`src/mrffe_pkg.sv`:
```
// shared types and constants for the mono rectangle and frame fill engine
package mrffe_pkg;

   localparam int STORE_DEPTH  = 65536;
   localparam int STORE_ADDR_W = 16;
   localparam int QUEUE_DEPTH  = 4;
   localparam int QUEUE_PTR_W  = 2;

   localparam logic [7:0] BYTE_WHITE = 8'hFF;
   localparam logic [7:0] BYTE_NONE  = 8'h00;

   typedef enum logic [1:0] {
      CMD_FILL  = 2'd0,
      CMD_FRAME = 2'd1,
      CMD_READ  = 2'd2,
      CMD_CLEAR = 2'd3
   } cmd_type;

   typedef enum logic [1:0] {
      OP_BOX,
      OP_READ,
      OP_CLEAR
   } op_kind_type;

   typedef enum logic {
      FR_IDLE,
      FR_EMIT
   } front_state_type;

   typedef enum logic [3:0] {
      BK_INIT,
      BK_IDLE,
      BK_SETUP,
      BK_RD,
      BK_WR,
      BK_RDB,
      BK_RDW,
      BK_CLR,
      BK_FIN
   } back_state_type;

   typedef struct packed {
      cmd_type            cmd;
      logic signed [11:0] pos_x;
      logic signed [11:0] pos_y;
      logic [11:0]        rect_width;
      logic [11:0]        rect_height;
      logic [7:0]         band_thickness;
      logic               paint_white;
      logic [15:0]        byte_index;
      logic [7:0]         clear_value;
   } req_type;

   typedef struct packed {
      logic [7:0] read_byte;
      logic       painted_any;
   } rsp_type;

   // one unit of work for the back end: a clipped box, a byte read or a clear sweep
   typedef struct packed {
      op_kind_type kind;
      logic        live;
      logic        last;
      logic        any;
      logic        white;
      logic [11:0] x0;
      logic [11:0] x1;
      logic [11:0] y0;
      logic [11:0] y1;
      logic [15:0] idx;
      logic [7:0]  clr;
   } op_type;

   typedef struct packed {
      logic push;
   } queue_wr_type;

endpackage

```
`src/mrffe_queue.sv`:
```
// short op queue between front and back end
module mrffe_queue import mrffe_pkg::*; (
   input  logic         clock,
   input  logic         reset,
   input  queue_wr_type q_wr,
   input  op_type       wr_op,
   output logic         full,
   input  logic         pop,
   output logic         empty,
   output op_type       head
);

   op_type                 entry_ff [QUEUE_DEPTH];
   logic [QUEUE_PTR_W-1:0] wr_ptr_ff, wr_ptr_in;
   logic [QUEUE_PTR_W-1:0] rd_ptr_ff, rd_ptr_in;
   logic [QUEUE_PTR_W:0]   count_ff, count_in;

   assign full  = (count_ff == (QUEUE_PTR_W+1)'(QUEUE_DEPTH));
   assign empty = (count_ff == '0);
   assign head  = entry_ff[rd_ptr_ff];

   always_comb begin
      wr_ptr_in = wr_ptr_ff + QUEUE_PTR_W'(q_wr.push);
      rd_ptr_in = rd_ptr_ff + QUEUE_PTR_W'(pop);
      count_in  = count_ff + (QUEUE_PTR_W+1)'(q_wr.push) - (QUEUE_PTR_W+1)'(pop);
   end

   always_ff @(posedge clock) begin
      if (reset) begin
         wr_ptr_ff <= '0;
         rd_ptr_ff <= '0;
         count_ff  <= '0;
      end else begin
         wr_ptr_ff <= wr_ptr_in;
         rd_ptr_ff <= rd_ptr_in;
         count_ff  <= count_in;
      end
      if (q_wr.push) begin
         entry_ff[wr_ptr_ff] <= wr_op;
      end
   end

`ifndef NO_ASSERTIONS
   a_no_overflow: assert property (@(posedge clock) disable iff (reset)
      q_wr.push |-> !full || pop)
      else $error("op pushed into a full queue");
   a_no_underflow: assert property (@(posedge clock) disable iff (reset)
      pop |-> !empty)
      else $error("op popped from an empty queue");
   a_count_bound: assert property (@(posedge clock) disable iff (reset)
      count_ff <= (QUEUE_PTR_W+1)'(QUEUE_DEPTH))
      else $error("queue count beyond depth");
`endif

endmodule

```
`config.mk`:
```
export PLATFORM = sky130hd
export DESIGN_NAME = mrffe_queue
export DESIGN_NICKNAME = d
export VERILOG_FILES = /design/src/mrffe_pkg.sv /design/src/mrffe_queue.sv
export SDC_FILE = /design/constraint.sdc
export NUM_CORES = 1
export LEC_CHECK = 0
export CAP_MARGIN = 20
export CORE_MARGIN = 3
export CORE_UTILIZATION = 54
export DETAILED_ROUTE_END_ITERATION = 8
export DONT_BUFFER_PORTS = 1
export GPL_ROUTABILITY_DRIVEN = 0
export PLACE_DENSITY = 0.78
export SLEW_MARGIN = 20
export SYNTH_ARGS = -nofsm -noshare
export SYNTH_HDL_FRONTEND = slang
export SYNTH_SLANG_ARGS = --single-unit
export TNS_END_PERCENT = 50
```
`constraint.sdc`:
```
create_clock -name clock -period 7.8 [get_ports clock]
set_input_delay 1.95 -clock clock [delete_from_list [all_inputs] [get_ports clock]]
set_output_delay 1.95 -clock clock [all_outputs]
set_load 0.005 [all_outputs]
```
# Word level (Yosys, flattened, before mapping)
# Memory sizes are Yosys's and may differ from the RTL's. A register that Yosys moved wholly into a read port is not among the register bits.
# Index checks and enable logic that the tools add are counted.
# word_totals
ff_bits	7
latchBits	0
ramBits	312
rom_bits	0
in_bits	82
output_inout_bits	80
wordCells	13
mem_count	1
# memory_table
memory	words	width	rd	rd_ports_with_merged_regs	wr	line_no	rtl
entry_ff	4	78	1	1	1	mrffe_queue.sv:13	op_type entry_ff [QUEUE_DEPTH];
# op_classes
n_addsub	4
multipliers	0
n_div	0
order_cmp	0
n_eq_ne	1
shifts	0
n_mux	3
n_bitwise	0
reduce_logical	1
# op_table
op	n
adder 2 x 1 -> 2 bit	2
adder 3 x 1 -> 3 bit	1
equality test 3 bit (second input constant)	1
zero test 3 bit	1
subtractor 3 x 1 -> 3 bit	1
two-way mux 1 bit	2
two-way mux 2 bit	1

# Logic depth before layout (Yosys ltp)
# Gate-level depths: netlist of the first run.
# depth
ltp_word	2
ltp_mapped	7
mapped_depth_nobuf	7

# Worst setup path before layout of the first run
# Ideal clock, no wire load.
# synth_path
kind	input -> register
from	input port q_wr
to	memory entry_ff[0][0] (netlist bit) (enable)
setup_time_ns	0.626
t_arrival_ns	7.571
t_required_ns	7.174
slack_ns	-0.396
stages	1
path_buffers	0
cell_sequence	nor3b_1
# synth_via
elab_chain_cells	2
# synth_lines
element	line_no	rtl
from (decl)	mrffe_queue.sv:5	input queue_wr_type q_wr,
two-way mux 1 bit	mrffe_queue.sv:38	if (q_wr.push) begin
two-way mux 1 bit (implied by the code)	mrffe_queue.sv:39	entry_ff[wr_ptr_ff] <= wr_op;
to (decl)	mrffe_queue.sv:13	
# No other way between the ends.

==> out/qor.txt, run 1 <==
Max Fanout on Critical Path: 33
slew at the pin with the worst max-slew slack: 1.01 ns
TritonCTS clock tree: done
Vias/cell: 5.97
Final nets: 551
row count: 53
Top Metal Used: met4
Detail Route Antenna Nets: 0
switching part of the total: 20.3%
Setup TNS: 0 ns
Hold Crit Start: wr_ptr_ff[1]
DR iter-0 viols: 269
vias in the first global route: 4911
I/O Buffers: 0
Critical Path RT: 5.85 ns
Max Clk Rate: 218 MHz
Mapped Area: 11600 sq um
non-filler instance count after layout: 763
routed wire length: 19800 um
RSZ-0062 raised after global routing: false
pin count of the biggest net entering global routing: 80
clk root buf: clkbuf_16
vias: 4552
CTS-repair resized insts: 0
first-pass GRT wire length: 30100 um
TritonCTS Buffers: 31
Clock power frac: 39.4%
die footprint: 23300 sq um
htree depth: 1
clk slew on worst S/H paths: 0.06 ns
Initial Util: 55.0%
pwr dens: 285 nW/um^2
drt wl/cell: 25.9 um
Detailed Place HPWL: 11600 um
core area: 21100 sq um
Gate Count Post-Synth: 441
global route overflow: 0
clock buffer depth: 3
hold_buf cts: 0
DR WL met3: 1750 um
Worst IR Drop VDD: 0.233 mV
Slew Limit Headroom: 32.6%
1st-pass router iterations: 4
DRC viols: 0
kind of critical path: reg -> out
total power: 3.70 mW
Die Ht: 153 um
Layout area overhead: 11.7%
final core occ: 61.5%
final worst slack: 3.20 ns
Setup WS pre-CTS: 3.44 ns
total clock sinks: 319
Synth async-reset ratio: 0%
NetSw: 0.750 mW
Seq cells post-synth: 319
Yosys warning count: 0
clk_lat worst skew: 0.54 ns
Final Hold Viols: 0
syn_nets: 528
syn_area_per_cell: 26.3 sq um
final antenna diode count: 0
Critical Path End Type: output port
Inst Count DP: 704
initial antenna violation count: 0
commonest non-fill, non-tap cell in the layout: edfxtp_1
Cell Int Power: 2.95 mW
postcts setup bufs: 0
post-synthesis sequential area ratio: 81.9%
Ports: 162
reg2reg start: wr_ptr_ff[1]
Setup violations, final: 0
Synth Flop Type: edfxtp_1
routed metal-1 wire length: 7400 um
CP arrival: 2.65 ns
Startpoint Class: register
routed wl met2: 10200 um
most frequent cells in the layout: edfxtp_1, mux4_2, clkbuf_16, clkbuf_1, clkinv_1
fin crit share: 58.9%
Comb power frac: 6.4%
GR Util All Layers: 16.7%
EDFF count, synth: 312
Final Max Tran Viols: 0
fraction of layout cells with a size suffix above 1: 27.9%
CP Launch Point: rd_ptr_ff[0]
max-cap check violation count: 0
status: finished, final reports clean
chip width: 153 um
min Tclk post-route: 4.60 ns
Reg power frac: 54.2%
Netlist cell types: 20
leak pwr: 4.01 nW
clock skew: 0.00894 ns
worst hold path type: reg -> reg
-- power by group through the flow --
stage | logic, mW | clock network [mW] | registers, mW
finish | 0.236 | 1.46 | 2.01
floorplan | 0.203 | 0 | 2.03
detailed placement | 0.223 | 0 | 2.06
global placement | 0.215 | 0 | 2.05
global route | 0.254 | 1.56 | 2.02
CTS | 0.224 | 1.48 | 2.03
-- logic make-up (layout without fill, tap and decap cells) --
family	Yosys count	count (layout)	share of synthesized area, %
buf+inv	22	69	1.32
xor+xnor	3	3	0.356
simple gates	14	14	0.668
flops	319	319	81.9
mux	78	78	15.1
fa+ha+maj	5	5	0.604
-- metrics by stage --
stage                     hold slack [ns]  cell area, sq um
after floorplan                     0.535             11600
after global placement              0.608             11900
after detailed placement            0.589             11900
after CTS                           0.607             12900
after global routing                0.648             13000
final                               0.605             13000
-- Yosys cell counts, types with 2 or more instances --
cell      count  area share, %
edfxtp_1    312             81
mux4_2       78             15
buf_2         8           0.34
dfxtp_1       7            1.2
clkbuf_1      5           0.16
ha_1          4           0.43
inv_1         4           0.13
nor2_1        4           0.13
nor2b_1       4           0.22
buf_12        3           0.52
and3_1        2           0.11
xnor2_1       2           0.15
-- final cells by class --
type                            count  area, sq um
Sequential cell                   319         9520
Fill cell                        1383         8120
Multi-Input combinational cell    100         1970
Clock buffer                       38          802
Tap cell                          275          344
Clock inverter                     19          205
Timing Repair Buffer                8          113
Inverter                            4         15.0
-- state kept, by name, summed over array words and instances, names as in the netlist --
register   cells
wr_ptr_ff      2
count_ff       3
rd_ptr_ff      2
entry_ff     312
-- path summary, 6_finish.rpt --
| check | endpoint | slack (ns) | cells past startpoint |
|---|---|---|---|
| hold / removal | wr_ptr_ff[1] | 0.61 | 2 |
| hold reg to reg | wr_ptr_ff[1] | 0.61 | 2 |
| setup / recovery | head[11] | 3.20 | 3 |
| setup reg to reg | entry_ff[2][19] | 5.30 | 3 |
-- worst max-delay path, cell delays in order, from the launching register on --
cell     delay (ns)
dfxtp_4        0.65
buf_16         0.30
buf_4          0.49
mux4_2         0.60
-- metal layers --
metal,GRT usage [%],vias up
met2,27.9,172
met3,5.40,34
met1,21.8,2401
met5,0,-
li1,-,1945
met4,4.12,0
Power figures use the tool's default switching activity.
==> inputs of run 2 (changes only) <==
==> constraint.sdc (replaced) <==
create_clock -name clock -period 4.1 [get_ports clock]
set_input_delay 1.025 -clock clock [delete_from_list [all_inputs] [get_ports clock]]
set_output_delay 1.025 -clock clock [all_outputs]
set_load 0.005 [all_outputs]
==> run 2 against run 1 <==
Net effect:
- via count rose by 0.44%
- worst setup slack got worse by 2.3 ns
- power grew 82%
- sequential share of layout area up 0.66 points
- cell count rose by 0.26%
- die area unchanged
- first-iteration DRC count rose by 4.5%
- clock skew rose by 0.011 ns
- worst hold slack worse by 0.047 ns
- largest power group unchanged
==> out/qor.txt, run 2 (synthesized netlist as in run 1, its figures left out) <==
Levels on crit path: 2 (was 3)
fraction of layout cells with a size suffix above 1: 27.3% (was 27.9%)
commonest non-fill, non-tap cell in the layout: edfxtp_1 (unchanged)
slowest CP cell: dfxtp_4 (unchanged)
CP peak stage delay: 0.86 ns (was 0.65 ns)
Critical Path RT: 3.07 ns (was 5.85 ns)
Vias/cell: 5.98 (was 5.97)
min Tclk post-route: 3.19 ns
DRC viols: 0 (unchanged)
R2R depth: 2 (was 3)
die footprint: 23300 sq um (unchanged)
CTS-repair resized insts: 0 (unchanged)
Slew Limit Headroom: 42.9% (was 32.6%)
TritonCTS clock tree: done (unchanged)
final instance area: 12900 sq um (was 13000 sq um)
final antenna diode count: 0 (unchanged)
biggest registers after layout: entry_ff: 312 flops, count_ff: 3 flops (unchanged)
flip-flop count of the largest register after layout: 312 (unchanged)
clk slew on worst S/H paths: 0.06 ns (about the same)
Final nets: 553 (was 551)
kind of critical path: reg -> out (unchanged)
htree depth: 1 (unchanged)
Setup violations, final: 0 (unchanged)
Setup WS pre-CTS: 1.40 ns (was 3.44 ns)
clock buffer depth: 3 (unchanged)
CP Cell Sequence: buf_4 -> mux4_2 (was buf_16 -> buf_4 -> mux4_2)
Ports: 162 (unchanged)
status: finished, final reports clean (unchanged)
max-cap check violation count: 0 (unchanged)
RSZ-0062 raised after global routing: false (unchanged)
TritonCTS Buffers: 30 (was 31)
worst hold path type: in -> reg (was reg -> reg)
total clock sinks: 319 (unchanged)
row count: 53 (unchanged)
clock skew: 0.0196 ns (was 0.00894 ns)
clk root buf: clkbuf_16 (unchanged)
GR Util All Layers: 17.2% (was 16.7%)
slew at the pin with the worst max-slew slack: 0.857 ns (was 1.01 ns)
drt wl/cell: 25.8 um (was 25.9 um)
postcts setup bufs: 0 (unchanged)
first-pass GRT wire length: 30800 um (was 30100 um)
Startpoint Class: register (unchanged)
total power: 6.73 mW (was 3.70 mW)
clk_lat worst skew: 0.54 ns (about the same)
fin crit share: 77.9%
Max Fanout on Critical Path: 52 (was 33)
I/O Buffers: 0 (unchanged)
Worst Path Buf+Inv: 1 (was 2)
Biggest register: entry_ff (unchanged)
final core occ: 61.0% (was 61.5%)
hold_buf cts: 0 (unchanged)
worst hold path depth: 1 (was 2)
Worst path top cell family by delay: flip-flops (was buffers and inverters)
DR iter-0 viols: 281 (was 269)
core area: 21100 sq um (unchanged)
routed wire length: 19700 um (was 19800 um)
pwr dens: 524 nW/um^2 (was 285 nW/um^2)
pin count of the biggest net entering global routing: 79 (was 80)
WHS: 0.558 ns (was 0.605 ns)
Max Clk Rate: 313 MHz
filler cell count in the final layout: 1413 (was 1383)
Worst IR Drop VDD: 0.381 mV (was 0.233 mV)
non-filler instance count after layout: 765 (was 763)
final worst slack: 0.906 ns (was 3.20 ns)
Final Max Tran Viols: 0 (unchanged)
DP Area: 12000 sq um (was 11900 sq um)
vias: 4572 (was 4552)
Critical Path End Type: output port (unchanged)
initial antenna violation count: 0 (unchanged)
Initial Util: 55.0% (unchanged)
Die Ht: 153 um (unchanged)
most frequent cells in the layout: edfxtp_1, mux4_2, clkbuf_16, clkbuf_1, buf_4 (was edfxtp_1, mux4_2, clkbuf_16, clkbuf_1, clkinv_1)
leak pwr: 3.95 nW (was 4.01 nW)
Final Hold Viols: 0 (unchanged)
Setup TNS: 0 ns (unchanged)
Inst Count DP: 709 (was 704)
Detail Route Antenna Nets: 0 (unchanged)
Detailed Place HPWL: 11800 um (was 11600 um)
vias in the first global route: 5095 (was 4911)
chip width: 153 um (unchanged)
1st-pass router iterations: 4 (unchanged)
CP arrival: 2.17 ns (was 2.65 ns)
Layout area overhead: 10.7% (was 11.7%)
global route overflow: 0 (unchanged)
## run 2: changes by cell type in the layout (fill, tap and decap cells not counted), moves of 2 or more
| cell | delta |
|---|---|
| clkbuf_1 | +5 |
| bufinv_16 | -4 |
| buf_4 | +3 |
| inv_6 | -3 |
| buf_12 | +2 |
| buf_16 | -2 |
## run 2: area by class of cell
class,count,area (sq um),share of cell area [%]
sequential,319,9520,74.0
clock buffer,43,810,6.30
timing repair buffer,11,120,0.934
tap,275,344,2.68
clock inverter,13,75.1,0.584
multi-input combinational,100,1970,15.4
inverter,4,15.0,0.117
## run 2: final timing paths
| kind | from | to | slack [ns] |
|---|---|---|---|
| max | rd_ptr_ff[1] | head[71] | 0.91 |
| min | reset | count_ff[0] | 0.56 |
| max reg2reg | wr_ptr_ff[0] | entry_ff[1][77] | 2.04 |
| min reg2reg | count_ff[1] | count_ff[2] | 0.68 |
## run 2: power by group
group	leakage (nW)	internal, mW	switching (mW)
combinational	0.603	0.225	0.235
sequential	2.92	3.75	0.0664
clock	0.426	1.37	1.09
total	3.95	5.35	1.39
## run 2: metal layers
metal  part of all wire, %  up-vias  GRT usage (%)
met1                    38     2443           22.1
li1                      -     1939              -
met3                   9.1       30           5.88
met4                   1.8        0           4.54
met2                    51      160           28.6
met5                     0        -              0
==> inputs of run 3 (changes only) <==
--- a/config.mk
+++ b/config.mk
@@ -5,6 +5,7 @@
 export SDC_FILE = /design/constraint.sdc
 export NUM_CORES = 1
 export LEC_CHECK = 0
+export ABC_AREA = 1
 export CAP_MARGIN = 20
 export CORE_MARGIN = 3
 export CORE_UTILIZATION = 54
==> constraint.sdc (replaced) <==
create_clock -name clock -period 2.81 [get_ports clock]
set_input_delay 0.7025 -clock clock [delete_from_list [all_inputs] [get_ports clock]]
set_output_delay 0.7025 -clock clock [all_outputs]
set_load 0.005 [all_outputs]
==> run 3 against run 2 <==
Net effect:
- via count rose by 47%
- clock skew fell by 0.0094 ns
- critical endpoint is now head[24]
- worst hold slack got worse by 0.28 ns
- combinational power rose by 85%
- power rose by 55%
==> out/qor.txt, run 3 <==
clk root buf: clkbuf_16 (unchanged)
final instance area: 14100 sq um (was 12900 sq um)
Setup WS pre-CTS: 0.777 ns (was 1.40 ns)
CP peak stage delay: 0.56 ns (was 0.86 ns)
Inst Count DP: 1230 (was 709)
Vias/cell: 5.24 (was 5.98)
Synth top cells by count: edfxtp_1, inv_1, nand2_1 (was edfxtp_1, mux4_2, buf_2)
Layout area overhead: 10.6% (was 10.7%)
post-synthesis sequential area ratio: 74.7% (was 81.9%)
hold path endpoint: rd_ptr_ff[0] (was count_ff[0])
TritonCTS clock tree: done (unchanged)
non-filler instance count after layout: 1287 (was 765)
slew at the pin with the worst max-slew slack: 0.502 ns (was 0.857 ns)
Critical Path RT: 2.11 ns (was 3.07 ns)
Final Max Tran Viols: 0 (unchanged)
Die Ht: 160 um (was 153 um)
DRC viols: 0 (unchanged)
hold_buf cts: 0 (unchanged)
synth top area cells: edfxtp_1, inv_1, nand2_1, o211ai_1, o21ai_1 (was edfxtp_1, mux4_2, dfxtp_1, buf_12, ha_1)
syn_nets: 1042 (was 528)
Ports: 162 (unchanged)
leak pwr: 5.14 nW (was 3.95 nW)
pwr dens: 743 nW/um^2 (was 524 nW/um^2)
syn_area_per_cell: 13.3 sq um (was 26.3 sq um)
filler cell count in the final layout: 1656 (was 1413)
total clock sinks: 319 (unchanged)
min Tclk post-route: 2.53 ns
status: finished, final reports clean (unchanged)
Hold Crit Start: reset (unchanged)
1st-pass router iterations: 5 (was 4)
Worst Path Buf+Inv: 1 (unchanged)
TritonCTS Buffers: 34 (was 30)
slowest CP cell: dfxtp_4 (unchanged)
Detail Route Antenna Nets: 0 (unchanged)
postcts setup bufs: 0 (unchanged)
first-pass GRT wire length: 33800 um (was 30800 um)
Gate Count Post-Synth: 955 (was 441)
chip width: 160 um (was 153 um)
cell taking the most area after synthesis: edfxtp_1 (unchanged)
Biggest register: entry_ff (unchanged)
commonest non-fill, non-tap cell in the layout: edfxtp_1 (unchanged)
row count: 55 (was 53)
vias: 6743 (was 4572)
EDFF count, synth: 312 (unchanged)
CP arrival: 1.83 ns (was 2.17 ns)
flip-flop count of the largest register after layout: 312 (unchanged)
R2R depth: 3 (was 2)
drt wl/cell: 16.6 um (was 25.8 um)
Detailed Place HPWL: 12300 um (was 11800 um)
Initial Util: 55.5% (was 55.0%)
Final Hold Viols: 0 (unchanged)
Critical Path End Type: output port (unchanged)
total power: 10.5 mW (was 6.73 mW)
Yosys warning count: 0 (unchanged)
routed wire length: 21400 um (was 19700 um)
global route overflow: 0 (unchanged)
Slew Limit Headroom: 66.6% (was 42.9%)
Max Fanout on Critical Path: 102 (was 52)
Worst IR Drop VDD: 0.572 mV (was 0.381 mV)
CP Launch Point: rd_ptr_ff[0] (was rd_ptr_ff[1])
fraction of layout cells with a size suffix above 1: 9.03% (was 27.3%)
Synth Flop Type: edfxtp_1 (unchanged)
I/O Buffers: 0 (unchanged)
Worst path top cell family by delay: flip-flops (unchanged)
GR Util All Layers: 16.5% (was 17.2%)
kind of critical path: reg -> out (unchanged)
Setup TNS: 0 ns (unchanged)
biggest registers after layout: entry_ff: 312 flops, count_ff: 3 flops (unchanged)
vias in the first global route: 6552 (was 5095)
Final nets: 1040 (was 553)
max-cap check violation count: 0 (unchanged)
Netlist cell types: 21 (was 20)
top cell type's share of synthesized area: 73.6% (was 80.7%)
Synth async-reset ratio: 0% (unchanged)
reg-to-reg critical path endpoint: entry_ff[3][35] (was entry_ff[1][77])
CTS-repair resized insts: 0 (unchanged)
die footprint: 25400 sq um (was 23300 sq um)
fin crit share: 90.2%
final worst slack: 0.277 ns (was 0.906 ns)
Max Clk Rate: 395 MHz
Setup violations, final: 0 (unchanged)
htree depth: 2 (was 1)
clock buffer depth: 3 (unchanged)
reg2reg start: wr_ptr_ff[1] (was wr_ptr_ff[0])
DR iter-0 viols: 389 (was 281)
top-count cell post-synth: edfxtp_1 (unchanged)
clock skew: 0.0102 ns (was 0.0196 ns)
Mapped Area: 12700 sq um (was 11600 sq um)
DP Area: 13000 sq um (was 12000 sq um)
final antenna diode count: 0 (unchanged)
worst hold path depth: 1 (unchanged)
Seq cells post-synth: 319 (unchanged)
clk_lat worst skew: 0.50 ns (was 0.54 ns)
most frequent cells in the layout: edfxtp_1, inv_1, nand2_1, o211ai_1, o21ai_1 (was edfxtp_1, mux4_2, clkbuf_16, clkbuf_1, buf_4)
initial antenna violation count: 0 (unchanged)
pin count of the biggest net entering global routing: 103 (was 79)
core area: 22900 sq um (was 21100 sq um)
clk slew on worst S/H paths: 0.05 ns (was 0.06 ns)
flop2flop setup slack: 1.05 ns (was 2.04 ns)
CP Cell Sequence: buf_12 -> a21oi_1 -> o21ai_1 -> nand2_1 (was buf_4 -> mux4_2)
worst hold path type: in -> reg (unchanged)
Startpoint Class: register (unchanged)
RSZ-0062 raised after global routing: false (unchanged)
## run 3: changes by cell type after synthesis, moves of 7 or more
cell,change
a21oi_1,+59
a21oi_2,+20
buf_2,+10
buf_4,+7
buf_6,+17
inv_1,+165
mux4_2,-78
nand2_1,+158
o211ai_1,+78
o21ai_0,+18
o21ai_1,+60
## run 3: metal layers
metal | GRT usage [%] | routed length [um] | vias up
met2 | 29.1 | 10700 | 198
met5 | 0 | 0 | -
met1 | 18.5 | 8340 | 3188
li1 | - | - | 3311
met3 | 5.98 | 1840 | 46
met4 | 6.09 | 578 | 0
## run 3: cells by family after synthesis
family / after synthesis / share of synthesized area [%]
AOI/OAI and AO/OA: 235 / 11.4
xor gates and xnor gates: 2 / 0.138
adders and majority gates: 5 / 0.551
buffers and inverters: 221 / 8.04
DFF: 319 / 74.7
and+or+nand+nor: 173 / 5.16
## run 3: worst register-to-register path: stages (launching register included)
cell and delay [ns]:
dfxtp_1 0.49, inv_1 0.18, nor3_4 0.25, buf_12 0.44
## run 3: cell type report
cell class | instances | area (sq um) | area share (%)
Sequential cell | 319 | 9520 | 67.6
Multi-Input combinational cell | 415 | 2240 | 15.9
Clock buffer | 41 | 951 | 6.76
Inverter | 169 | 634 | 4.51
Tap cell | 313 | 392 | 2.78
Timing Repair Buffer | 14 | 255 | 1.81
Clock inverter | 16 | 83.8 | 0.596
## run 3: power by group
group	switching (mW)	internal, mW
sequential	0.0831	5.47
clock	1.65	2.40
combinational	0.584	0.266
## run 3: how the worst max path moves through the flow
stage                                end  cells past startpoint
after floorplan           entry_ff[2][0]                      2
final                           head[24]                      4
after CTS                       head[28]                      4
after detailed placement        head[28]                      4
after global placement          head[31]                      4
after global routing            head[24]                      4
## run 3: per-stage QoR
stage	hold WS (ns)	util, %
floorplan	0.540	-
global placement	0.561	56.9
detailed placement	0.576	56.9
CTS	0.245	61.4
global route	0.244	61.4
finish	0.275	61.4
