--- src/mrffe_pkg.sv ---
// shared types and constants for the mono rectangle and frame fill engine
package mrffe_pkg;

   localparam int STORE_DEPTH  = 65536;
   localparam int STORE_ADDR_W = 16;
   localparam int QUEUE_DEPTH  = 4;
   localparam int QUEUE_PTR_W  = 2;

   localparam logic [7:0] BYTE_WHITE = 8'hFF;
   localparam logic [7:0] BYTE_NONE  = 8'h00;

   typedef enum logic [1:0] {
      CMD_FILL  = 2'd0,
      CMD_FRAME = 2'd1,
      CMD_READ  = 2'd2,
      CMD_CLEAR = 2'd3
   } cmd_type;

   typedef enum logic [1:0] {
      OP_BOX,
      OP_READ,
      OP_CLEAR
   } op_kind_type;

   typedef enum logic {
      FR_IDLE,
      FR_EMIT
   } front_state_type;

   typedef enum logic [3:0] {
      BK_INIT,
      BK_IDLE,
      BK_SETUP,
      BK_RD,
      BK_WR,
      BK_RDB,
      BK_RDW,
      BK_CLR,
      BK_FIN
   } back_state_type;

   typedef struct packed {
      cmd_type            cmd;
      logic signed [11:0] pos_x;
      logic signed [11:0] pos_y;
      logic [11:0]        rect_width;
      logic [11:0]        rect_height;
      logic [7:0]         band_thickness;
      logic               paint_white;
      logic [15:0]        byte_index;
      logic [7:0]         clear_value;
   } req_type;

   typedef struct packed {
      logic [7:0] read_byte;
      logic       painted_any;
   } rsp_type;

   // one unit of work for the back end: a clipped box, a byte read or a clear sweep
   typedef struct packed {
      op_kind_type kind;
      logic        live;
      logic        last;
      logic        any;
      logic        white;
      logic [11:0] x0;
      logic [11:0] x1;
      logic [11:0] y0;
      logic [11:0] y1;
      logic [15:0] idx;
      logic [7:0]  clr;
   } op_type;

   typedef struct packed {
      logic push;
   } queue_wr_type;

endpackage

--- src/mrffe_front.sv ---
// front end: takes commands, splits frames into bands, clips each box to the panel
module mrffe_front import mrffe_pkg::*; #(
   parameter int PANEL_WIDTH  = 1024,
   parameter int PANEL_HEIGHT = 512
) (
   input  logic         clock,
   input  logic         reset,
   input  logic         req_valid,
   output logic         req_stall,
   input  req_type      req,
   input  logic         init_busy,
   output queue_wr_type q_wr,
   input  logic         q_full,
   output op_type       q_op
);

   localparam logic signed [14:0] PW_S = 15'(PANEL_WIDTH);
   localparam logic signed [14:0] PH_S = 15'(PANEL_HEIGHT);

   front_state_type state_ff, state_in;
   logic [1:0]      band_ff, band_in;
   logic            any_ff, any_in;
   req_type         item_ff, item_in;

   logic signed [14:0] xs, ys, ws, hs, ts;
   logic signed [14:0] bx, by, bw, bh;
   logic signed [14:0] xe, ye, x0c, x1c, y0c, y1c;
   logic               size_ok, box_live, is_last;

   always_ff @(posedge clock) begin
      if (reset) begin
         state_ff <= FR_IDLE;
         band_ff  <= '0;
         any_ff   <= 1'b0;
         item_ff  <= '0;
      end else begin
         state_ff <= state_in;
         band_ff  <= band_in;
         any_ff   <= any_in;
         item_ff  <= item_in;
      end
   end

   // band geometry and clipping
   always_comb begin
      xs = {{3{item_ff.pos_x[11]}}, item_ff.pos_x};
      ys = {{3{item_ff.pos_y[11]}}, item_ff.pos_y};
      ws = {3'b000, item_ff.rect_width};
      hs = {3'b000, item_ff.rect_height};
      ts = {7'b0000000, item_ff.band_thickness};
      bx = xs;
      by = ys;
      bw = ws;
      bh = hs;
      unique case (item_ff.cmd)
         CMD_FRAME: begin
            unique case (band_ff)
               2'd0: begin
                  bh = ts;
               end
               2'd1: begin
                  by = ys + hs - ts;
                  bh = ts;
               end
               2'd2: begin
                  bw = ts;
               end
               2'd3: begin
                  bx = xs + ws - ts;
                  bw = ts;
               end
            endcase
         end
         CMD_FILL, CMD_READ, CMD_CLEAR: begin
         end
      endcase
      xe  = bx + bw;
      ye  = by + bh;
      x0c = (bx < 15'sd0) ? 15'sd0 : bx;
      y0c = (by < 15'sd0) ? 15'sd0 : by;
      x1c = (xe > PW_S) ? PW_S : xe;
      y1c = (ye > PH_S) ? PH_S : ye;
      size_ok  = (item_ff.rect_width != '0) && (item_ff.rect_height != '0);
      box_live = size_ok && (bw != 15'sd0) && (bh != 15'sd0) && (x0c < x1c) && (y0c < y1c);
      is_last  = (item_ff.cmd == CMD_FRAME) ? (band_ff == '1) : 1'b1;
   end

   always_comb begin
      q_op.kind  = OP_BOX;
      unique case (item_ff.cmd)
         CMD_FILL, CMD_FRAME: q_op.kind = OP_BOX;
         CMD_READ:            q_op.kind = OP_READ;
         CMD_CLEAR:           q_op.kind = OP_CLEAR;
      endcase
      q_op.live  = box_live;
      q_op.last  = is_last;
      q_op.any   = any_ff | box_live;
      q_op.white = item_ff.paint_white;
      q_op.x0    = x0c[11:0];
      q_op.x1    = x1c[11:0];
      q_op.y0    = y0c[11:0];
      q_op.y1    = y1c[11:0];
      q_op.idx   = item_ff.byte_index;
      q_op.clr   = item_ff.clear_value;
   end

   always_comb begin
      state_in  = state_ff;
      band_in   = band_ff;
      any_in    = any_ff;
      item_in   = item_ff;
      q_wr.push = 1'b0;
      req_stall = (state_ff != FR_IDLE) || init_busy;
      unique case (state_ff)
         FR_IDLE: begin
            if (req_valid && !req_stall) begin
               item_in  = req;
               band_in  = '0;
               any_in   = 1'b0;
               state_in = FR_EMIT;
            end
         end
         FR_EMIT: begin
            if (!q_full) begin
               q_wr.push = 1'b1;
               any_in    = any_ff | box_live;
               band_in   = band_ff + 2'd1;
               if (is_last) begin
                  state_in = FR_IDLE;
               end
            end
         end
      endcase
   end

`ifndef NO_ASSERTIONS
   a_stall_in_init: assert property (@(posedge clock) disable iff (reset)
      init_busy |-> req_stall)
      else $error("command taken during store initialization");
`endif

endmodule

--- config.mk ---
export PLATFORM = sky130hd
export DESIGN_NAME = mrffe_front
export DESIGN_NICKNAME = d
export VERILOG_FILES = /design/src/mrffe_pkg.sv /design/src/mrffe_front.sv
export SDC_FILE = /design/constraint.sdc
export NUM_CORES = 1
export LEC_CHECK = 0
export BUFFER_PORTS_ARGS = -buffer_cell sky130_fd_sc_hd__buf_2
export CAP_MARGIN = 40
export CORE_MARGIN = 1.5
export CORE_UTILIZATION = 45
export DETAILED_ROUTE_END_ITERATION = 8
export PLACE_DENSITY_LB_ADDON = 0.1
export SETUP_SLACK_MARGIN = 0.2
export SYNTH_ARGS = -nofsm -noshare
export SYNTH_HDL_FRONTEND = slang
export SYNTH_SLANG_ARGS = --single-unit
--- constraint.sdc ---
create_clock -name clock -period 12.1 [get_ports clock]
set_input_delay 0 -clock clock [delete_from_list [all_inputs] [get_ports clock]]
set_output_delay 0 -clock clock [all_outputs]
set_load 0.005 [all_outputs]
# After elaboration in Yosys (flattened, before gate mapping)
# Index checks and enable logic that the tools add are counted.
[totals]
output_inout_bits = 80
ramBits = 0
latch_bits = 0
word_cells = 80
regBits = 87
memories = 0
rom_bits = 0
[op_classes]
n_shift = 0
eq_ne = 8
n_lt_le_gt_ge = 6
n_addsub = 7
muxes = 26
n_mul = 0
bitwise_logic = 2
n_reduce_logical = 19
div_mod_pow = 0
[op_table]
columns = ["cell", "count"]
rows = [
  ["2-to-1 mux 15 bit", 8],
  ["2-to-1 mux 12 bit", 4],
  ["adder 15 bit", 2],
  ["less-than comparator 15 x 1 -> 1 bit, second input constant", 2],
  ["less-than comparator 15 bit", 2],
  ["nonzero test 15 bit", 2],
  ["subtractor 14 x 9 -> 15 bit", 2],
  ["adder 12 x 13 -> 14 bit", 2],
  ["nonzero test 12 bit", 2],
  ["> comparator 15 x 11 -> 1 bit, second input constant", 1],
  ["> comparator 15 x 12 -> 1 bit, second input constant", 1],
  ["== test 2 bit, second input constant", 4],
  ["2-to-1 mux 1 bit", 8],
  ["logical AND 1 bit", 6],
  ["one-hot mux 2 bit (3 select lines)", 1],
  ["OR reduction 2 bit", 3],
  ["== test 2 x 1 -> 1 bit, second input constant", 2],
  ["logical NOT 2 bit", 2],
  ["2-to-1 mux 2 bit", 2],
  ["inequality test 2 bit, second input constant", 2],
  ["one-hot mux 1 bit (2 select lines)", 2],
  ["one-hot mux 2 bit (2 select lines)", 1],
  ["AND reduction 2 bit", 2],
  ["adder 2 x 1 -> 2 bit, second input constant", 1],
  ["4 further kinds", 4],
]

# Depth between registers and ports, before layout
# Gate-level depths: netlist of the first run.
[logic_depth]
word_depth = 13
mapped_depth = 33
mapped_depth_nobuf = 31

# Worst setup path before layout of the first run
# OpenSTA, ideal clock, no wires.
[synth_timing]
path_type = "flip-flop to flip-flop"
from = "register item_ff[26] in the netlist's numbering"
to = "register any_ff"
stages_incl_launch_ff = 29
period_less_slack_ps = 6227
setup_time_ps = 88
setup_slack_ps = 5873
arrival_time_ps = 6139
path_cell_list = "dfxtp_1 > fa_1 > inv_1 > fa_1 > a211oi_1 > o21ai_0 > a21oi_1 > o21ai_0 > a21o_1 > a21oi_1 > xor2_1 > o21ai_0 > ha_1 > o211ai_1 > or4_1 > a31oi_1 > xor2_1 > o21ai_2 > nand2_1 > ha_1 > a21o_1 > a21o_1 > a21o_1 > a21oi_1 > nor2_1 > or4b_1 > nor3_1 > nand2_1 > o32ai_2"
[synth_via]
elab_chain_len = 12
[synth_lines]
columns = ["item", "line_no", "rtl"]
rows = [
  ["start: declaration", "mrffe_front.sv:23", "req_type item_ff, item_in;"],
  ["start signal: assignment", "mrffe_front.sv:40", "item_ff <= item_in;"],
  ["subtractor 14 x 9 -> 15 bit", "mrffe_front.sv:69", "bx = xs + ws - ts;"],
  ["2-to-1 mux 15 bit", "mrffe_front.sv:57", "unique case (band_ff)"],
  ["2-to-1 mux 15 bit", "mrffe_front.sv:55", "unique case (item_ff.cmd)"],
  ["adder 15 bit", "mrffe_front.sv:77", "xe = bx + bw;"],
  ["> comparator 15 x 12 -> 1 bit", "mrffe_front.sv:81", "x1c = (xe > PW_S) ? PW_S : xe;"],
  ["2-to-1 mux 15 bit", "mrffe_front.sv:81", ""],
  ["less-than comparator 15 bit", "mrffe_front.sv:84", "box_live = size_ok && (bw != 15'sd0) && (bh != 15'sd0) && (x0c < x1c) && (y0c < y1c);"],
  ["logical AND 1 bit", "mrffe_front.sv:84", ""],
  ["logical AND 1 bit (*)", "mrffe_front.sv:84", ""],
  ["OR 1 bit (*)", "mrffe_front.sv:126", "any_in = any_ff | box_live;"],
  ["2-to-1 mux 1 bit (*)", "mrffe_front.sv:124", "if (!q_full) begin"],
  ["one-hot mux 1 bit (2 select lines) (*)", "mrffe_front.sv:114", "unique case (state_ff)"],
  ["end signal: assignment", "mrffe_front.sv:39", "any_ff <= any_in;"],
  ["end: declaration", "mrffe_front.sv:22", "logic any_ff, any_in;"],
]
# Every way passes the cells marked *; elsewhere a longest branch is shown, timed or not. The select of a mux whose other input is x is not followed.
# A chain may end at the register's enable or synchronous reset.

==> run_results.csv, run 1 <==
group,metric,value,unit
status,status,"finished clean",
clock_tree,clk_pin_slew,0.07,ns
logic_synthesis,syn-instance-count,1156,
pwr,p_sw,0.351,mW
clock_tree,cts_max_path_buffers,2,
drt,firstDrtPassIters,4,
sta,fin_worst_skew,0.0120,ns
logic_synthesis,synth.top_cells.by_area,"dfxtp_1 (21%), ha_1 (13%), nand2_1 (10%)",
job,maxCapViolCount,0,
placed_design,io_buffers,167,
clock_tree,clock_latency,0.35,ns
worst_setup_path,cp-start-kind,"flip-flop",
grt,grt_pass1_vias,7761,
logic_synthesis,syn_area_per_cell,7.32,um^2
logic_synthesis,yosys.area.top_type,"dfxtp_1",
grt,grt_max_degree,85,
sta,rsz0062_at_grt,"false",
pwr,swShare,35.5,%
logic_synthesis,syn-num-nets,1352,
placed_design,place_congestion,0.866,
sta,period_share,62.2,%
worst_setup_path,worst-setup-path-type,"flip-flop to primary output",
worst_setup_path,crit_path_end_kind,"primary output",
hold_path,min_path_type,"primary input to flip-flop",
pwr,p_seq_share,31.5,%
grt,gr-usage-all-layers,25.0,%
sta,period_needed,7.52,ns
grt,grt_pass1_wl,39600,um
logic_synthesis,synth_cell_types,84,
die,fp-row-count,49,
finish,final_cell_area,10400,um^2
finish,layout-drive-gt1-share,17.2,%
clock_tree,postCtsSetupBuffers,0,
sta,fmax,133,MHz
logic_synthesis,yosysWarnings,0,
finish,syn2layout_area_growth,22.7,%
logic_synthesis,synth.ff_latch_count,87,
drt,antenna_left,0,
clock_tree,cts_resized,0,
die,die_x,140,um
clock_tree,clkSinkCount,87,
drt,drt_iter0_markers,536,
drt,post-route-drc-count,0,
finish,fin_util,57.0,%
drt,vias,8478,
logic_synthesis,synth_edf_count,0,
die,dieArea,19600,um^2
pwr,p_clk_share,30.0,%
logic_synthesis,ys_seq_area_share,20.6,%
pwr,comb_power_share,38.5,%
pwr,intPower,0.639,mW
clock_tree,cts_tree,"yes",
sta,slew_viol_final,0,
sta,whs,0.0425,ns
grt,grt-ovfl-total,0,
logic_synthesis,synth_top_area_share,20.6,%
clock_tree,postCtsHoldBufs,84,
finish,n_antenna_cell,0,
die,ios,168,
drt,vias_per_cell,5.35,
clock_tree,cts_buffers,9,
sta,finalSetupViolations,0,
worst_setup_path,crit_path_max_fanout,10,
sta,hold_viol,0,
die,die_y,140,um
sta,worst_pin_slew,0.872,ns
worst_setup_path,cp_slowest_cell,"fa_1",
sta,relSlewSlack,41.7,%
drt,routed_wirelength,24800,um
grt,antenna_found_initial,0,
clock_tree,cts_root_buf,"clkbuf_16",
finish,fin_nets,1548,
die,initial_core_util,46.5,%
sta,setup_tns,0,ns
pwr,static-leakage-power,4.95,nW
pwr,powerDensity,95.3,nW/um^2
placed_design,dp_hpwl,18900,um
clock_tree,ctsHtreeMaxLevel,3,
logic_synthesis,async_flop_share,0,%
logic_synthesis,synth_area,8460,um^2
pwr,peakVddDrop,0.0985,mV
logic_synthesis,synth_ff_type,"dfxtp_1",
placed_design,place_area,9240,um^2
drt,wl_per_cell,15.6,um
die,design.core.area,18200,um^2
worst_setup_path,cp.required,12.10,ns
worst_setup_path,cpPeakStageDelay,0.56,ns
worst_setup_path,arrival,7.52,ns
routing by layer:
layer | part of all wire, % | wire length, um | global-route usage (%) | vias to the layer above
met2 | 42 | 10300 | 37.1 | 257
met5 | 0 | 0 | 0 | -
met3 | 5.1 | 1260 | 3.21 | 20
met4 | 1.3 | 325 | 5.76 | 0
met1 | 52 | 12900 | 38.1 | 3919
li1 | - | - | - | 4282
final cells by class:
cell class,instances,area [um^2]
Tap cell,229,287
Sequential cell,87,1740
Clock inverter,7,83.8
Fill cell,1772,7820
Inverter,132,495
Clock buffer,9,225
Multi-Input combinational cell,867,5850
Timing Repair Buffer,255,1710
per-stage QoR:
step                      power (mW)  setup slack, ns  std cells
final                          0.990             4.58       1586
after global routing            1.05             3.98       1586
after CTS                      0.996             4.64       1586
after detailed placement       0.674             5.03       1486
after global placement         0.672             5.02       1486
after floorplan                0.587             5.87       1156
synth_stat cells, drive strengths merged (3+ instances only):
cell and instances:
nand4 8, nand3 16, o22ai 5, a21oi 134, a21o 23, xnor2 22, a21boi 3, a31o 3
buf 36, a211o 6, clkbuf 34, mux2i 7, mux2 11, o21ai 40, a211oi 12, and3 4
o31a 4, o31ai 3, fa 20, nand2b 16, and2 17, nor2 53, ha 88, o2111ai 5
nand2 226, o21bai 3, a2111oi 5, dfxtp 87, o21a 8, nand3b 4, or3b 4, o211ai 11
nor4 8, or2 5, inv 132, nor2b 30, nor3 15, xor2 12, or4 5
final timing paths:
| path | slack [ns] | depth (start not counted) | endpoint | start |
|---|---|---|---|---|
| min reg2reg | 0.45 | 2 | q_op[4] | q_op[4] |
| max | 4.58 | 29 | q_op[73] | item_ff[26] |
| min | 0.04 | 2 | q_op[10] | reset |
| max reg2reg | 4.96 | 28 | any_ff | item_ff[26] |
critical path, delay by kind of cell, from the launching register on:
family,cells,cell delay (ns)
compound gates,14,3.04
simple gates,7,1.43
fa+ha+maj,4,1.75
buf+inv,2,0.20
xor+xnor,2,0.35
flops,1,0.40
flip-flops by register name, summed over array words and instances (netlist names):
signal    flops
hs           12
item_ff      46
any_ff        1
q_op         25
state_ff      1
band_ff       2
power groups by stage:
stage / logic, mW / registers [mW] / clock network (mW)
2_1_floorplan: 0.273 / 0.314 / 0
3_3_place_gp: 0.354 / 0.318 / 0
3_5_place_dp: 0.355 / 0.318 / 0
4_1_cts: 0.378 / 0.312 / 0.306
5_1_grt: 0.426 / 0.314 / 0.315
6_report: 0.381 / 0.312 / 0.297
cell families after synthesis:
family          after synthesis  share of synthesized area [%]
simple gates                422                           23.6
buf+inv                     202                           10.4
compound gates              285                           21.8
xor+xnor                     34                           3.61
fa+ha+maj                   108                           17.7
mux                          18                           2.29
flops                        87                           20.6
cell usage in the layout (no fill, tap or decap), drive strengths merged, types with 6 or more instances in the layout:
cell type / synthesis / layout
o211ai: 11 / 11
a21o: 23 / 23
buf: 36 / 171
nand2b: 16 / 16
inv: 132 / 137
dlygate4sd3: 0 / 84
o21a: 8 / 8
fa: 20 / 20
a21oi: 134 / 134
ha: 88 / 88
clkbuf: 34 / 9
nand2: 226 / 226
nand3: 16 / 16
mux2: 11 / 11
mux2i: 7 / 7
xnor2: 22 / 22
xor2: 12 / 12
a211o: 6 / 6
a211oi: 12 / 12
nor3: 15 / 15
nor2b: 30 / 30
nor4: 8 / 8
nor2: 53 / 53
o21ai: 40 / 40
nand4: 8 / 8
dfxtp: 87 / 87
and2: 17 / 17
Power figures use the tool's default switching activity.
==> run 2: changes to the inputs <==
ABC_AREA = 1   (was unset)
clock period = 7.8 ns   (was 12.1 ns; I/O delays follow)
==> run_results.csv, run 2 <==
group,metric,value,unit
sta,rsz0062_at_grt,"false",
drt,drt_iter0_markers,409,
die,initial_core_util,45.9,%
die,ios,168,
finish,syn2layout_area_growth,23.3,%
sta,fmax,161,MHz
sta,setup_tns,0,ns
drt,antenna_left,0,
worst_setup_path,cp_slowest_cell,"fa_1",
logic_synthesis,ys_top_cells_by_count,"nand2_1 (227), inv_1 (212), nor2_1 (145)",
sta,whs,0.0136,ns
hold_path,min_path_type,"primary input to flip-flop",
logic_synthesis,synth.top_cells.by_area,"dfxtp_1 (21%), ha_1 (13%), nand2_1 (10%)",
clock_tree,cts_tree,"yes",
sta,relSlewSlack,48.7,%
logic_synthesis,syn-instance-count,1270,
logic_synthesis,yosysMostFrequentCell,"nand2_1",
clock_tree,clk_pin_slew,0.06,ns
drt,vias_per_cell,4.97,
clock_tree,cts_max_path_buffers,2,
grt,gr-usage-all-layers,24.2,%
logic_synthesis,ys_seq_area_share,21.1,%
sta,finalSetupViolations,0,
sta,hold_viol,0,
logic_synthesis,synth_ff_type,"dfxtp_1",
logic_synthesis,async_flop_share,0,%
finish,n_antenna_cell,0,
finish,largest_reg_flops,46,
worst_setup_path,cp-start-kind,"flip-flop",
grt,antenna_found_initial,1,
finish,final_common_cell,"nand2_1",
die,die_y,138,um
worst_setup_path,arrival,6.21,ns
finish,top_register,"item_ff",
sta,period_needed,6.21,ns
clock_tree,ctsHtreeMaxLevel,3,
drt,routed_wirelength,23200,um
logic_synthesis,synth_top_area_share,21.1,%
logic_synthesis,synth_cell_types,41,
placed_design,placedCellCount,1609,
pwr,peakVddDrop,0.136,mV
worst_setup_path,cpMostUsedCell,"nand2_1",
clock_tree,clock_latency,0.34,ns
logic_synthesis,yosys.area.top_type,"dfxtp_1",
logic_synthesis,synth.ff_latch_count,87,
sta,fin_worst_skew,0.00604,ns
clock_tree,clkSinkCount,87,
drt,post-route-drc-count,0,
placed_design,place_congestion,0.879,
die,dieArea,19100,um^2
grt,grt_pass1_wl,38700,um
pwr,powerDensity,167,nW/um^2
clock_tree,cts_buffers,9,
logic_synthesis,syn_area_per_cell,6.49,um^2
worst_setup_path,crit_path_end_kind,"primary output",
logic_synthesis,yosysWarnings,0,
drt,vias,8449,
sta,period_share,79.7,%
worst_setup_path,cpPeakStageDelay,0.55,ns
die,fp-row-count,49,
worst_setup_path,worst-setup-path-type,"flip-flop to primary output",
finish,fin_nets,1661,
drt,firstDrtPassIters,5,
clock_tree,cts_resized,0,
worst_setup_path,crit_path_max_fanout,8,
job,maxCapViolCount,0,
placed_design,dp_hpwl,18300,um
pwr,static-leakage-power,5.42,nW
die,design.core.area,18000,um^2
logic_synthesis,syn-num-nets,1466,
clock_tree,cts_root_buf,"clkbuf_16",
grt,grt_max_degree,78,
logic_synthesis,synth_area,8240,um^2
placed_design,io_buffers,167,
clock_tree,postCtsHoldBufs,74,
sta,worst_pin_slew,0.763,ns
finish,final_cell_mix,"nand2_1 (226), inv_1 (211), buf_2 (167)",
sta,slew_viol_final,0,
grt,grt-ovfl-total,0,
clock_tree,postCtsSetupBuffers,0,
finish,layout.cells.non_filler,1699,
logic_synthesis,synth_edf_count,0,
drt,wl_per_cell,13.7,um
finish,layout-drive-gt1-share,16.0,%
die,die_x,138,um
worst_setup_path,cp.required,7.80,ns
status,status,"finished clean",
grt,grt_pass1_vias,7991,
pwr,finalPower,1.70,mW
-- run 2: metal layers --
metal	vias up	global-route usage (%)	part of all wire, %
met5	-	0	0.052
met4	2	4.49	1.0
met3	26	3.22	5.2
met2	232	38.2	43
met1	3754	35.6	51
li1	4435	-	-
-- run 2: cell families (layout without fill, tap and decap cells) --
family / Yosys count / count (layout) / share of synthesized area [%]
AOI/OAI and AO/OA: 257 / 257 / 16.1
xor gates and xnor gates: 22 / 22 / 2.34
muxes: 8 / 8 / 0.972
DFF: 87 / 87 / 21.1
adders and majority gates: 108 / 108 / 18.2
buffers and inverters: 282 / 482 / 14.2
and+or+nand+nor: 506 / 506 / 27.1
-- run 2: path summary, 6_finish.rpt --
path / start / end / slack (ns) / cells past startpoint
setup reg to reg: item_ff[29] / any_ff / 1.95 / 36
hold / removal: q_full / state_ff / 0.01 / 5
setup / recovery: item_ff[29] / q_op[73] / 1.59 / 37
hold reg to reg: q_op[17] / q_op[17] / 0.48 / 2
-- run 2: worst max-delay path, delay by kind of cell (launching register included) --
kind                       cells  cell delay, ns
and+or+nand+nor               18            2.03
AOI/OAI and AO/OA              6            1.11
xor gates and xnor gates       2            0.25
DFF                            1            0.39
buffers and inverters          7            0.51
adders and majority gates      4            1.58
-- run 2: metrics by stage --
| step | util (%) | cell area [um^2] | setup WS, ns |
|---|---|---|---|
| finish | 56.6 | 10200 | 1.59 |
| global placement | 50.3 | 9040 | 1.94 |
| CTS | 56.6 | 10200 | 1.54 |
| global route | 56.6 | 10200 | 0.930 |
| floorplan | - | 8240 | 2.82 |
| detailed placement | 50.7 | 9110 | 1.90 |
-- run 2: cell type report --
| cell class | instances | area (um^2) |
|---|---|---|
| Clock inverter | 5 | 56.3 |
| Timing Repair Buffer | 245 | 1660 |
| Sequential cell | 87 | 1740 |
| Inverter | 221 | 830 |
| Tap cell | 229 | 287 |
| Clock buffer | 11 | 253 |
| Multi-Input combinational cell | 901 | 5340 |
| Fill cell | 1787 | 7800 |
-- run 2: power breakdown --
part           total (mW)  internal (mW)  switching, mW
clock               0.448          0.265          0.183
sequential          0.494          0.475         0.0187
combinational       0.754          0.303          0.451
==> run 3: changes to the inputs <==
clock period = 5.2 ns   (was 7.8 ns; I/O delays follow)
==> run_results.csv, run 3 (same netlist as run 2, synthesis figures left out) <==
group,metric,value,unit
worst_setup_path,cpMostUsedCell,"nand2_2",
pwr,static-leakage-power,6.47,nW
clock_tree,cts_max_path_buffers,2,
placed_design,placedCellCount,1762,
clock_tree,clock_latency,0.34,ns
placed_design,io_buffers,167,
worst_setup_path,cp_slowest_cell,"fa_1",
finish,top_register,"item_ff",
pwr,finalPower,3.11,mW
sta,hold_viol,0,
drt,vias,9335,
sta,rsz0062_at_grt,"true",
finish,n_antenna_cell,0,
clock_tree,clk_pin_slew,0.07,ns
worst_setup_path,arrival,5.57,ns
pwr,p_sw,1.18,mW
clock_tree,cts_buffers,9,
die,die_y,138,um
job,maxCapViolCount,0,
worst_setup_path,cp.required,5.20,ns
drt,routed_wirelength,26300,um
status,violations,"setup timing",
grt,antenna_found_initial,0,
grt,gr-usage-all-layers,26.4,%
clock_tree,clkSinkCount,87,
sta,fin_worst_skew,0.00832,ns
placed_design,place_congestion,0.934,
worst_setup_path,crit_path_max_fanout,4,
worst_setup_path,cp-start-kind,"flip-flop",
clock_tree,cts_tree,"yes",
finish,largest_reg_flops,46,
hold_path,holdPathStages,3,
pwr,p_seq_share,23.8,%
sta,setup_slack,-0.367,ns
finish,syn2layout_area_growth,49.6,%
sta,slew_viol_final,0,
sta,relSlewSlack,51.9,%
placed_design,dp_slack,-0.352,ns
die,ios,168,
die,dieArea,19100,um^2
sta,period_needed,5.57,ns
pwr,peakVddDrop,0.212,mV
sta,period_share,107,%
sta,fmax,180,MHz
finish,final_cell_area,12300,um^2
pwr,p_clk_share,21.3,%
worst_setup_path,worst-path-stages,36,
sta,finalSetupViolations,3,
die,die_x,138,um
worst_setup_path,crit_path_end_kind,"primary output",
hold_path,min_path_type,"primary input to flip-flop",
finish,final_cell_mix,"nand2_1 (200), buf_4 (192), inv_1 (190)",
worst_setup_path,critPathTopFamily,"simple AND/OR/NAND/NOR gates",
grt,grt_max_degree,76,
worst_setup_path,worst-setup-path-type,"flip-flop to primary output",
pwr,swShare,38.0,%
sta,worst_pin_slew,0.715,ns
status,status,"complete, but fails checks",
sta,whs,0.0000850,ns
pwr,comb_power_share,54.9,%
finish,final_common_cell,"nand2_1",
pwr,powerDensity,252,nW/um^2
finish,layout.cells.non_filler,1896,
die,initial_core_util,45.9,%
drt,vias_per_cell,4.92,
drt,firstDrtPassIters,5,
worst_setup_path,cp_num_buf_inv,7,
worst_setup_path,r2r_cells,35,
clock_tree,ctsHtreeMaxLevel,3,
die,fp-row-count,49,
drt,wl_per_cell,13.9,um
drt,post-route-drc-count,0,
placed_design,place_area,10200,um^2
finish,layout-drive-gt1-share,34.6,%
worst_setup_path,cpPeakStageDelay,0.54,ns
placed_design,dp_hpwl,19300,um
grt,grt-ovfl-total,0,
clock_tree,cts_root_buf,"clkbuf_16",
die,design.core.area,18000,um^2
grt,grt_pass1_vias,8868,
drt,drt_iter0_markers,535,
finish,fin_nets,1858,
pwr,intPower,1.93,mW
grt,grt_pass1_wl,42200,um
drt,antenna_left,0,
[run 3: layout make-up]
| class | count | area (um^2) |
|---|---|---|
| multi-input cells | 901 | 5980 |
| fillers | 1555 | 5630 |
| repair buffers | 442 | 3150 |
| flip-flops and latches | 87 | 1770 |
| inverters | 221 | 840 |
| well taps | 229 | 287 |
| clock buffers | 10 | 239 |
| clock inverters | 6 | 67.6 |
[run 3: repair_timing]
action                                  CTS  global route
buffers inserted                         32            10
resized for setup                       100            97
endpoints found under the setup margin    3             3
endpoints found under the hold margin    77             0
hold buffers                             76             0
pin swaps                                40            77
[run 3: path summary, 6_finish.rpt]
path                from          end  slack [ns]
max          item_ff[47]     q_op[73]       -0.37
min              req[62]  item_ff[62]     0.00008
max reg2reg  item_ff[47]       any_ff       -0.04
min reg2reg      q_op[2]      q_op[2]        0.48
[run 3: power groups by stage]
| stage | registers, mW | clock network, mW | logic [mW] |
|---|---|---|---|
| finish | 0.740 | 0.662 | 1.71 |
| global route | 0.744 | 0.695 | 1.89 |
| CTS | 0.739 | 0.669 | 1.54 |
| detailed placement | 0.754 | 0 | 1.34 |
| global placement | 0.752 | 0 | 1.32 |
| floorplan | 0.748 | 0 | 0.811 |
[run 3: worst min-delay path: cells and delay by family]
| kind | cells | cell delay [ns] |
|---|---|---|
| AO/OA/AOI/OAI | 2 | 0.22 |
| buffers and inverters | 1 | 0.08 |
[run 3: layer usage]
metal	GRT usage, %	share of wire [%]	vias up
li1	-	-	4830
met1	36.6	48	4227
met2	44.1	46	250
met3	3.74	5.4	28
met4	4.43	1.2	0
met5	0	0	-
[run 3: through the flow]
step | setup TNS, ns | utilization [%]
2_1_floorplan | 0 | -
3_3_place_gp | -0.713 | 56.7
3_5_place_dp | -0.973 | 57.0
4_1_cts | -0.481 | 66.3
5_1_grt | -1.55 | 68.7
6_report | -0.730 | 68.7
